==> src/hdl/sha_pkg.sv <==
// Shared types, constants and round functions for the SHA-256 stream hasher.
// No dependencies; imported by sha_core and sha256_stream_hash.
package sha_pkg;

  typedef logic [31:0] word_t;

  // Command from the byte sequencer to the compression core
  typedef struct packed {
    logic start;  // compress the presented block into the hash state
    logic init;   // load the initial vector into the hash state
  } core_cmd_t;

  // Status from the compression core
  typedef struct packed {
    logic busy;   // a block is being compressed
    logic done;   // one-cycle pulse, hash state updated
  } core_sts_t;

  localparam int unsigned ROUNDS      = 64;
  localparam int unsigned BLOCK_BYTES = 64;
  localparam int unsigned LEN_POS     = 56;   // first byte of the length field
  localparam logic [7:0]  PAD_BYTE    = 8'h80;

  localparam word_t IV [8] = '{
    32'h6a09e667, 32'hbb67ae85, 32'h3c6ef372, 32'ha54ff53a,
    32'h510e527f, 32'h9b05688c, 32'h1f83d9ab, 32'h5be0cd19
  };

  // Round constants
  function automatic word_t k_const(input logic [5:0] idx);
    word_t k;
    case (idx)
      6'd0:  k = 32'h428a2f98;  6'd1:  k = 32'h71374491;
      6'd2:  k = 32'hb5c0fbcf;  6'd3:  k = 32'he9b5dba5;
      6'd4:  k = 32'h3956c25b;  6'd5:  k = 32'h59f111f1;
      6'd6:  k = 32'h923f82a4;  6'd7:  k = 32'hab1c5ed5;
      6'd8:  k = 32'hd807aa98;  6'd9:  k = 32'h12835b01;
      6'd10: k = 32'h243185be;  6'd11: k = 32'h550c7dc3;
      6'd12: k = 32'h72be5d74;  6'd13: k = 32'h80deb1fe;
      6'd14: k = 32'h9bdc06a7;  6'd15: k = 32'hc19bf174;
      6'd16: k = 32'he49b69c1;  6'd17: k = 32'hefbe4786;
      6'd18: k = 32'h0fc19dc6;  6'd19: k = 32'h240ca1cc;
      6'd20: k = 32'h2de92c6f;  6'd21: k = 32'h4a7484aa;
      6'd22: k = 32'h5cb0a9dc;  6'd23: k = 32'h76f988da;
      6'd24: k = 32'h983e5152;  6'd25: k = 32'ha831c66d;
      6'd26: k = 32'hb00327c8;  6'd27: k = 32'hbf597fc7;
      6'd28: k = 32'hc6e00bf3;  6'd29: k = 32'hd5a79147;
      6'd30: k = 32'h06ca6351;  6'd31: k = 32'h14292967;
      6'd32: k = 32'h27b70a85;  6'd33: k = 32'h2e1b2138;
      6'd34: k = 32'h4d2c6dfc;  6'd35: k = 32'h53380d13;
      6'd36: k = 32'h650a7354;  6'd37: k = 32'h766a0abb;
      6'd38: k = 32'h81c2c92e;  6'd39: k = 32'h92722c85;
      6'd40: k = 32'ha2bfe8a1;  6'd41: k = 32'ha81a664b;
      6'd42: k = 32'hc24b8b70;  6'd43: k = 32'hc76c51a3;
      6'd44: k = 32'hd192e819;  6'd45: k = 32'hd6990624;
      6'd46: k = 32'hf40e3585;  6'd47: k = 32'h106aa070;
      6'd48: k = 32'h19a4c116;  6'd49: k = 32'h1e376c08;
      6'd50: k = 32'h2748774c;  6'd51: k = 32'h34b0bcb5;
      6'd52: k = 32'h391c0cb3;  6'd53: k = 32'h4ed8aa4a;
      6'd54: k = 32'h5b9cca4f;  6'd55: k = 32'h682e6ff3;
      6'd56: k = 32'h748f82ee;  6'd57: k = 32'h78a5636f;
      6'd58: k = 32'h84c87814;  6'd59: k = 32'h8cc70208;
      6'd60: k = 32'h90befffa;  6'd61: k = 32'ha4506ceb;
      6'd62: k = 32'hbef9a3f7;  6'd63: k = 32'hc67178f2;
      default: k = '0;
    endcase
    return k;
  endfunction

  function automatic word_t big_sigma0(input word_t x);
    return {x[1:0], x[31:2]} ^ {x[12:0], x[31:13]} ^ {x[21:0], x[31:22]};
  endfunction

  function automatic word_t big_sigma1(input word_t x);
    return {x[5:0], x[31:6]} ^ {x[10:0], x[31:11]} ^ {x[24:0], x[31:25]};
  endfunction

  function automatic word_t small_sigma0(input word_t x);
    return {x[6:0], x[31:7]} ^ {x[17:0], x[31:18]} ^ {3'b000, x[31:3]};
  endfunction

  function automatic word_t small_sigma1(input word_t x);
    return {x[16:0], x[31:17]} ^ {x[18:0], x[31:19]} ^ {10'b0, x[31:10]};
  endfunction

endpackage

==> src/hdl/sha_core.sv <==
// SHA-256 compression core: one round per cycle over a 16-word schedule window,
// then a fold step that adds the working variables into the hash state.
// Depends on sha_pkg.
module sha_core
  import sha_pkg::*;
(
  input  logic          clk,
  input  logic          rst,
  input  core_cmd_t     cmd,
  input  logic [511:0]  block,      // word 0 in bits 511:480
  output core_sts_t     sts,
  output word_t         hash [8]
);

  typedef enum logic [1:0] {C_IDLE, C_ROUND, C_ADD} core_state_t;

  core_state_t  state;
  logic         done;
  logic [5:0]   round;
  word_t        h_reg [8];
  word_t        v [8];
  word_t        w [16];

  word_t t1, t2, w_new, choose, major;

  // Round datapath and schedule expansion
  always_comb begin
    choose = (v[4] & v[5]) ^ (~v[4] & v[6]);
    major  = (v[0] & v[1]) ^ (v[0] & v[2]) ^ (v[1] & v[2]);
    t1     = v[7] + big_sigma1(v[4]) + choose + k_const(round) + w[0];
    t2     = big_sigma0(v[0]) + major;
    w_new  = small_sigma1(w[14]) + w[9] + small_sigma0(w[1]) + w[0];
  end

  // Sequencer, hash state and working registers
  always_ff @(posedge clk) begin
    if (rst) begin
      state <= C_IDLE;
      done  <= 1'b0;
      round <= '0;
      for (int i = 0; i < 8; i++) h_reg[i] <= IV[i];
    end else begin
      done <= 1'b0;
      case (state)
        C_IDLE: begin
          if (cmd.init) begin
            for (int i = 0; i < 8; i++) h_reg[i] <= IV[i];
          end
          if (cmd.start) begin
            for (int i = 0; i < 8; i++) v[i] <= h_reg[i];
            for (int i = 0; i < 16; i++) w[i] <= block[511 - 32*i -: 32];
            round <= '0;
            state <= C_ROUND;
          end
        end
        C_ROUND: begin
          v[7] <= v[6];
          v[6] <= v[5];
          v[5] <= v[4];
          v[4] <= v[3] + t1;
          v[3] <= v[2];
          v[2] <= v[1];
          v[1] <= v[0];
          v[0] <= t1 + t2;
          for (int i = 0; i < 15; i++) w[i] <= w[i+1];
          w[15] <= w_new;
          round <= round + 6'd1;
          if (round == 6'(ROUNDS - 1)) state <= C_ADD;
        end
        C_ADD: begin
          for (int i = 0; i < 8; i++) h_reg[i] <= h_reg[i] + v[i];
          done  <= 1'b1;
          state <= C_IDLE;
        end
        default: state <= C_IDLE;
      endcase
    end
  end

  assign sts.busy = (state != C_IDLE);
  assign sts.done = done;
  assign hash     = h_reg;

  // A block is only started while the core is free
  a_start_idle: assert property (@(posedge clk) disable iff (rst)
    cmd.start |-> state == C_IDLE)
    else $error("compress started while core busy");

  // The last round always hands over to the fold state
  a_round_end: assert property (@(posedge clk) disable iff (rst)
    (state == C_ROUND && round == 6'(ROUNDS - 1)) |=> (state == C_ADD && !done))
    else $error("round sequence did not end in fold");

  // Done follows the fold state and nothing else
  a_done_src: assert property (@(posedge clk) disable iff (rst)
    done |-> $past(state == C_ADD))
    else $error("done without fold");

endmodule

==> src/hdl/sha256_stream_hash.sv <==
// Top level of the SHA-256 stream hasher: byte gathering, padding sequencer,
// digest output. Depends on sha_pkg and sha_core.
//
//  channel | dir | tdata              | tuser      | tlast
//  s_*     | in  | [7:0] data_byte    | byte_valid | last
//  m_*     | out | [31:0] digest_word | -          | word_last
//
// The 64th byte of a block starts a compression (64 rounds in the shared
// round unit plus load and fold); no bytes are taken until it is finished.
// On a last request padding fills the rest of the block byte by byte (and a
// second block when the length does not fit), then the digest goes out as
// eight requests, H0 first. s_tready is high only while the sequencer waits
// for bytes; m_* stalls hold the digest word in its register. Reset is
// synchronous and restores the initial vector with a zero byte count.
module sha256_stream_hash
  import sha_pkg::*;
(
  input  logic        clk,
  input  logic        rst,
  input  logic        s_tvalid,
  output logic        s_tready,
  input  logic [7:0]  s_tdata,   // [7:0] data_byte
  input  logic        s_tuser,   // [0] byte_valid
  input  logic        s_tlast,
  output logic        m_tvalid,
  input  logic        m_tready,
  output logic [31:0] m_tdata,   // [31:0] digest_word
  output logic        m_tlast
);

  typedef enum logic [2:0] {IDLE, PAD_INIT, PAD, COMP, OUT} seq_state_t;

  seq_state_t    state;
  logic [60:0]   byte_count;
  logic [511:0]  blk;          // byte shift line, oldest byte at the top
  logic [5:0]    fill;
  logic [63:0]   len_sh;
  logic          first;
  logic          final_blk;
  logic          pad_act;
  logic          last_pend;
  logic [2:0]    out_idx;
  core_cmd_t     cmd;
  core_sts_t     sts;
  word_t         hash [8];
  logic [7:0]    pad_byte;
  logic          len_byte;

  sha_core u_core (
    .clk   (clk),
    .rst   (rst),
    .cmd   (cmd),
    .block (blk),
    .sts   (sts),
    .hash  (hash)
  );

  assign s_tready = (state == IDLE);

  // Padding byte: marker, zeros, then the bit length in the final block
  assign len_byte = final_blk && (fill >= 6'(LEN_POS));
  always_comb begin
    if (first)         pad_byte = PAD_BYTE;
    else if (len_byte) pad_byte = len_sh[63:56];
    else               pad_byte = 8'h00;
  end

  // Sequencer and registered outputs
  always_ff @(posedge clk) begin
    if (rst) begin
      state      <= IDLE;
      byte_count <= '0;
      cmd        <= '0;
      m_tvalid   <= 1'b0;
      m_tlast    <= 1'b0;
      pad_act    <= 1'b0;
      last_pend  <= 1'b0;
      first      <= 1'b0;
      final_blk  <= 1'b0;
      out_idx    <= '0;
    end else begin
      cmd <= '0;
      case (state)
        IDLE: begin
          if (s_tvalid) begin
            if (s_tuser) begin
              blk        <= {blk[503:0], s_tdata};
              byte_count <= byte_count + 61'd1;
            end
            if (s_tuser && byte_count[5:0] == 6'(BLOCK_BYTES - 1)) begin
              cmd.start <= 1'b1;
              last_pend <= s_tlast;
              pad_act   <= 1'b0;
              state     <= COMP;
            end else if (s_tlast) begin
              state <= PAD_INIT;
            end
          end
        end
        PAD_INIT: begin
          fill      <= byte_count[5:0];
          final_blk <= (byte_count[5:0] < 6'(LEN_POS));
          len_sh    <= {byte_count, 3'b000};
          first     <= 1'b1;
          pad_act   <= 1'b1;
          last_pend <= 1'b0;
          state     <= PAD;
        end
        PAD: begin
          blk   <= {blk[503:0], pad_byte};
          first <= 1'b0;
          fill  <= fill + 6'd1;
          if (len_byte) len_sh <= {len_sh[55:0], 8'h00};
          if (fill == 6'(BLOCK_BYTES - 1)) begin
            cmd.start <= 1'b1;
            state     <= COMP;
          end
        end
        COMP: begin
          if (sts.done) begin
            if (pad_act) begin
              if (final_blk) begin
                m_tdata  <= hash[0];
                m_tvalid <= 1'b1;
                m_tlast  <= 1'b0;
                out_idx  <= '0;
                state    <= OUT;
              end else begin
                final_blk <= 1'b1;
                state     <= PAD;
              end
            end else if (last_pend) begin
              state <= PAD_INIT;
            end else begin
              state <= IDLE;
            end
          end
        end
        OUT: begin
          if (m_tready) begin
            if (out_idx == 3'd7) begin
              m_tvalid   <= 1'b0;
              m_tlast    <= 1'b0;
              cmd.init   <= 1'b1;
              byte_count <= '0;
              pad_act    <= 1'b0;
              state      <= IDLE;
            end else begin
              out_idx <= out_idx + 3'd1;
              m_tdata <= hash[out_idx + 3'd1];
              m_tlast <= (out_idx == 3'd6);
            end
          end
        end
        default: state <= IDLE;
      endcase
    end
  end

  // Input and output sides are never open at the same time
  a_no_overlap: assert property (@(posedge clk) disable iff (rst)
    !(s_tready && m_tvalid))
    else $error("input accepted while digest pending");

  // word_last marks the eighth digest word only
  a_last_word: assert property (@(posedge clk) disable iff (rst)
    (m_tvalid && m_tlast) |-> out_idx == 3'd7)
    else $error("word_last on wrong digest word");

  // Finishing the final block puts the first digest word out next cycle
  a_digest_out: assert property (@(posedge clk) disable iff (rst)
    (state == COMP && sts.done && pad_act && final_blk) |=> (m_tvalid && out_idx == 3'd0))
    else $error("digest not presented after final block");

  // A compression request is only raised together with the wait state, core free
  a_start_wait: assert property (@(posedge clk) disable iff (rst)
    cmd.start |-> (state == COMP && !sts.busy))
    else $error("compress request outside wait state");

endmodule
==> config.mk <==
export PLATFORM = sky130hd
export DESIGN_NAME = sha256_stream_hash
export DESIGN_NICKNAME = d
export VERILOG_FILES = /design/src/hdl/sha_pkg.sv /design/src/hdl/sha_core.sv /design/src/hdl/sha256_stream_hash.sv
export SDC_FILE = /design/constraint.sdc
export NUM_CORES = 2
export LEC_CHECK = 0
export ABC_AREA = 1
export BUFFER_PORTS_ARGS = -buffer_cell sky130_fd_sc_hd__buf_2
export CAP_MARGIN = 15
export CORE_MARGIN = 1
export CORE_UTILIZATION = 50
export CTS_CLUSTER_SIZE = 14
export DETAILED_ROUTE_END_ITERATION = 12
export GPL_TIMING_DRIVEN = 0
export PLACE_DENSITY = 0.68
export SYNTH_ARGS = -nofsm -noshare
export SYNTH_HDL_FRONTEND = slang
export SYNTH_SLANG_ARGS = --single-unit
==> constraint.sdc <==
create_clock -name clk -period 53.6 [get_ports clk]
set_clock_uncertainty 0.1 [all_clocks]
set_input_delay 5.36 -clock clk [delete_from_list [all_inputs] [get_ports clk]]
set_output_delay 5.36 -clock clk [all_outputs]
set_load 0.05 [all_outputs]
==> metrics list <==
- Internal portion of total power: 0.00239 W
* Synthesized instance count: 12,000
* End point of the most critical hold path: blk[439]
- Vias in the first global route: 86,800
* Vias after detailed routing: about 93,000
- The setup check on the worst reg-to-reg path leaves a slack of approximately 45 ns.
- Max_cap viols: 0
- The first global-routing pass estimated 624 mm of wire.
- Boundary pin count: a little under 50
- Required time reported for the critical path endpoint: ~54 ns
- Clock buffers created by TritonCTS: roughly 190
* Number of cells traversed by the worst hold path: 0
* Pwr per Cell Area: about 29 nW/um2
- DRC marker count from the first detailed-route iteration: 13,200
- Net count after synthesis: ~13,000
* Number of cells on the worst reg-to-reg path: 28
* Per-cell via count in the routed design: 6.15
* Run status: finished, final reports clean
- In the synthesized netlist the dominant register cell turns out to be sky130_fd_sc_hd__edfxtp_1.
- Crit path kind: in -> reg
* Total power consumption of the routed design: approximately 0.0032 W
- Critical Path End Type: register
- In this run the deepest clock path goes through 3 buffers.
* Final worst-path cycle share: roughly 17%
- Fill cells in the final layout number between 15,000 and 20,000.
- Cell area after synthesis: a little over 100,000 um2
- For this run the aggregate overflow at the end of global routing stands at 0.
- The share of total power dissipated in the clock network is a little over two fifths.
- The root buffer cell chosen for the clock tree is sky130_fd_sc_hd__clkbuf_16.
- Final max-slew violation count: 0
- Sort of element at the start of the critical path: input pin
- Port-buffer cells: 47
* Worst-margin pin slew: 1.41 ns
* Post CTS Setup Buffer Count: 0
* Part of the total power dissipated in combinational logic: 8.0%
* Number of distinct library cell variants in the gate-level netlist after synthesis: 69
- CTS tree: done
- The H-tree generated during clock tree synthesis spans 4 levels.
- Post-CTS Resized: 0
* Final critical delay including setup and external delays: a little over 9 ns
* Timing-limited maximum frequency: around 110 MHz
- For this run, design rule violations remaining after detail routing come to 0.
- In this run the biggest area consumer among cell types represents between 40% and 50% of the synthesized area.
* Rows: 164
- The library cells used most frequently in the layout, excluding fill and tap cells, are sky130_fd_sc_hd__nand2_1, sky130_fd_sc_hd__edfxtp_1, sky130_fd_sc_hd__inv_1, sky130_fd_sc_hd__o21ai_0, sky130_fd_sc_hd__a21oi_1.
- Global routing used between 40% and 50% of the available tracks across all layers.
- Arr. time, crit path: between 9 and 10 ns
- The startpoint identified for the worst hold timing path is blk[431].
- The initial antenna violation count came to 30.
- Sequential cells burn between 40% and 50% of the power.
- Largest area contributor in the synthesized netlist: sky130_fd_sc_hd__edfxtp_1
* Path type of the worst min-delay path: reg -> reg
- Setup repair after global routing left no endpoint under its margin.
* Nets: between 10,000 and 15,000
- In this run the critical register-to-register path is captured at u_core.v[0][31].
* 1st-pass router iterations: 7
- Proportion of register bits with asynchronous set or reset after synthesis: 0%
- Each instance of the synthesized netlist takes up on average roughly 8.4 um2.
* Number of enable-type register cells in the synthesized netlist: ~1,400
- Number of buffers inserted for hold repair after clock tree synthesis: 0
- Final-report hold violation count: 0
- Entering global routing, the biggest net connects between 70 and 80 pins.
- From synthesis to final layout, the design area changed by 11.1%.
- The die is 452 um tall.
- Of all nets on the critical path, the largest fanout is 15.
- Most common cell after layout, fill and taps aside: sky130_fd_sc_hd__nand2_1
- The worst-case IR drop observed on VDD is 0.0000359 V.
- Global placer's final weighted congestion: between 1 and 1.5
- By area the synthesized netlist is led by sky130_fd_sc_hd__edfxtp_1, sky130_fd_sc_hd__nand2_1, sky130_fd_sc_hd__dfxtp_1.
- Final-layout worst hold slack: around 0.33 ns
- Switching power total: a little over 0.0008 W
* Share of post-route cells with drive strength above 1: about 4.0%
- Headroom to the max-slew limit came out at under 10%.
* Fraction of power spent switching nets: approximately a quarter
- After clock tree synthesis, the clock-pin slew on the worst setup and hold paths is 0.06 ns.
* Setup violation total in the final timing report: 0
* Area of the core: approximately 200,000 um2
- For this run, the register share of the synthesized area comes to between 40% and 50%.
- For the worst-skew pair, the clock arrives at the later sink with an insertion delay of around 0.9 ns.
- The routed design has approximately 450 mm of wire.
- The worst register-to-register path begins at u_core.v[2][28].
* Horizontal extent of the die: ~450 um
- Number of antenna-violating nets in the routed design: 0
- Excluding fillers, the count of instances in the completed layout stands at roughly 15,000.
- The wire-length estimate of the detail-placed layout is around 350 mm.
- Sinks on the clock net: approximately 1,800
- Counting flops and latches in the post-synthesis netlist gives about 1,800.
- For this configuration, the core starts out at a cell density of between 50 and 60%.
- For this design the static power due to leakage is 45.1 nW.
* # placed instances: 14,800
- The Yosys step of the flow raised 0 warnings.
* Wirelength per Cell: about 30 um
* Area enclosed by the die boundary: between 200,000 and 250,000 um2
## metrics by stage
step	setup WS (ns)	TNS [ns]	instance area (um2)	util (%)
final	44.51	0	113000	56.1
after global routing	44.41	0	113000	56.1
after CTS	44.74	0	113000	56.1
after detailed placement	43.86	0	106000	52.9
after global placement	-3.45	-2569.31	105000	52.3
after floorplan	14.03	0	101000	-
## per-layer routing
metal	routed length (um)	global-route usage (%)	part of all wire (%)
met5	169	0	0.038
met2	194000	65.4	43
met1	165000	54.0	37
met3	52600	11.5	12
met4	35800	28.4	8.0
## flip-flops by register name, summed over array words and instances (netlist names), 2 cells and up, named ones only
| signal | cells |
|---|---|
| blk | 512 |
| u_core.w | 512 |
| u_core.hash | 256 |
| u_core.v | 256 |
| byte_count | 61 |
| len_sh | 61 |
| m_tdata | 32 |
| fill | 6 |
| u_core.round | 6 |
| out_idx | 3 |
| state | 3 |
| cmd | 2 |
| u_core.state | 2 |
## worst max path at each step
stage	slack, ns	end	depth (start not counted)	from
final	44.51	register	12	rst
after global routing	44.41	u_core.v[0][19]	28	u_core.v[2][28]
after CTS	44.74	register	12	rst
after detailed placement	43.86	register	12	rst
after global placement	-3.45	u_core.v[1][11]	3	rst
after floorplan	14.03	u_core.v[0][0]	3	rst
## worst max-delay path, cell delays in order
cell                       delay, ns
sky130_fd_sc_hd__buf_2          0.25
sky130_fd_sc_hd__inv_2          0.12
sky130_fd_sc_hd__nand2_2        0.31
sky130_fd_sc_hd__o22ai_2        0.90
sky130_fd_sc_hd__inv_2          0.35
sky130_fd_sc_hd__ha_1           0.44
sky130_fd_sc_hd__inv_1          0.14
sky130_fd_sc_hd__nor2_2         0.42
sky130_fd_sc_hd__inv_1          0.35
sky130_fd_sc_hd__o21ai_0        0.60
sky130_fd_sc_hd__o211ai_1       0.35
sky130_fd_sc_hd__nand2_1        0.13
## power groups by stage
stage | clock network (W) | logic, W | registers, W
floorplan | 0 | 0.000157 | 0.00166
global placement | 0 | 0.000233 | 0.00170
detailed placement | 0 | 0.000250 | 0.00163
CTS | 0.00136 | 0.000251 | 0.00160
global route | 0.00141 | 0.000276 | 0.00161
finish | 0.00136 | 0.000256 | 0.00160
## area by class of cell
class	count	area (um2)	area share, %
antenna	9	22.5	0.0200
clock inverter	106	1420	1.26
sequential	1751	48900	43.4
timing repair buffer	107	1450	1.28
multi-input combinational	8578	46200	41.0
inverter	1241	4660	4.14
clock buffer	236	4960	4.41
buffer	440	1720	1.53
tap	2656	3320	2.95
## synth_stat cells (63+ instances only)
library cell / number
sky130_fd_sc_hd__o21bai_1: 63
sky130_fd_sc_hd__inv_1: 1226
sky130_fd_sc_hd__fa_1: 195
sky130_fd_sc_hd__clkbuf_1: 387
sky130_fd_sc_hd__nand3_1: 541
sky130_fd_sc_hd__o211ai_1: 71
sky130_fd_sc_hd__edfxtp_1: 1379
sky130_fd_sc_hd__dfxtp_1: 372
sky130_fd_sc_hd__o21ai_0: 989
sky130_fd_sc_hd__nor2_1: 709
sky130_fd_sc_hd__a21oi_1: 892
sky130_fd_sc_hd__ha_1: 395
sky130_fd_sc_hd__xnor2_1: 144
sky130_fd_sc_hd__nand2_1: 3714
sky130_fd_sc_hd__nand4_1: 162
sky130_fd_sc_hd__xor2_1: 200
sky130_fd_sc_hd__nor3_1: 112
## cells by family (layout without fill, tap and decap cells)
family,count (synthesis),in the layout,synth area share (%)
DFF,1751,1751,48.2
and+or+nand+nor,5350,5350,21.4
AOI/OAI and AO/OA,2273,2273,12.2
other,0,9,0
buffers and inverters,1681,2130,6.27
muxes,1,1,0.00987
adders and majority gates,610,610,8.92
xor gates and xnor gates,344,344,2.97
Note: power is estimated with default switching activity, not from simulation.
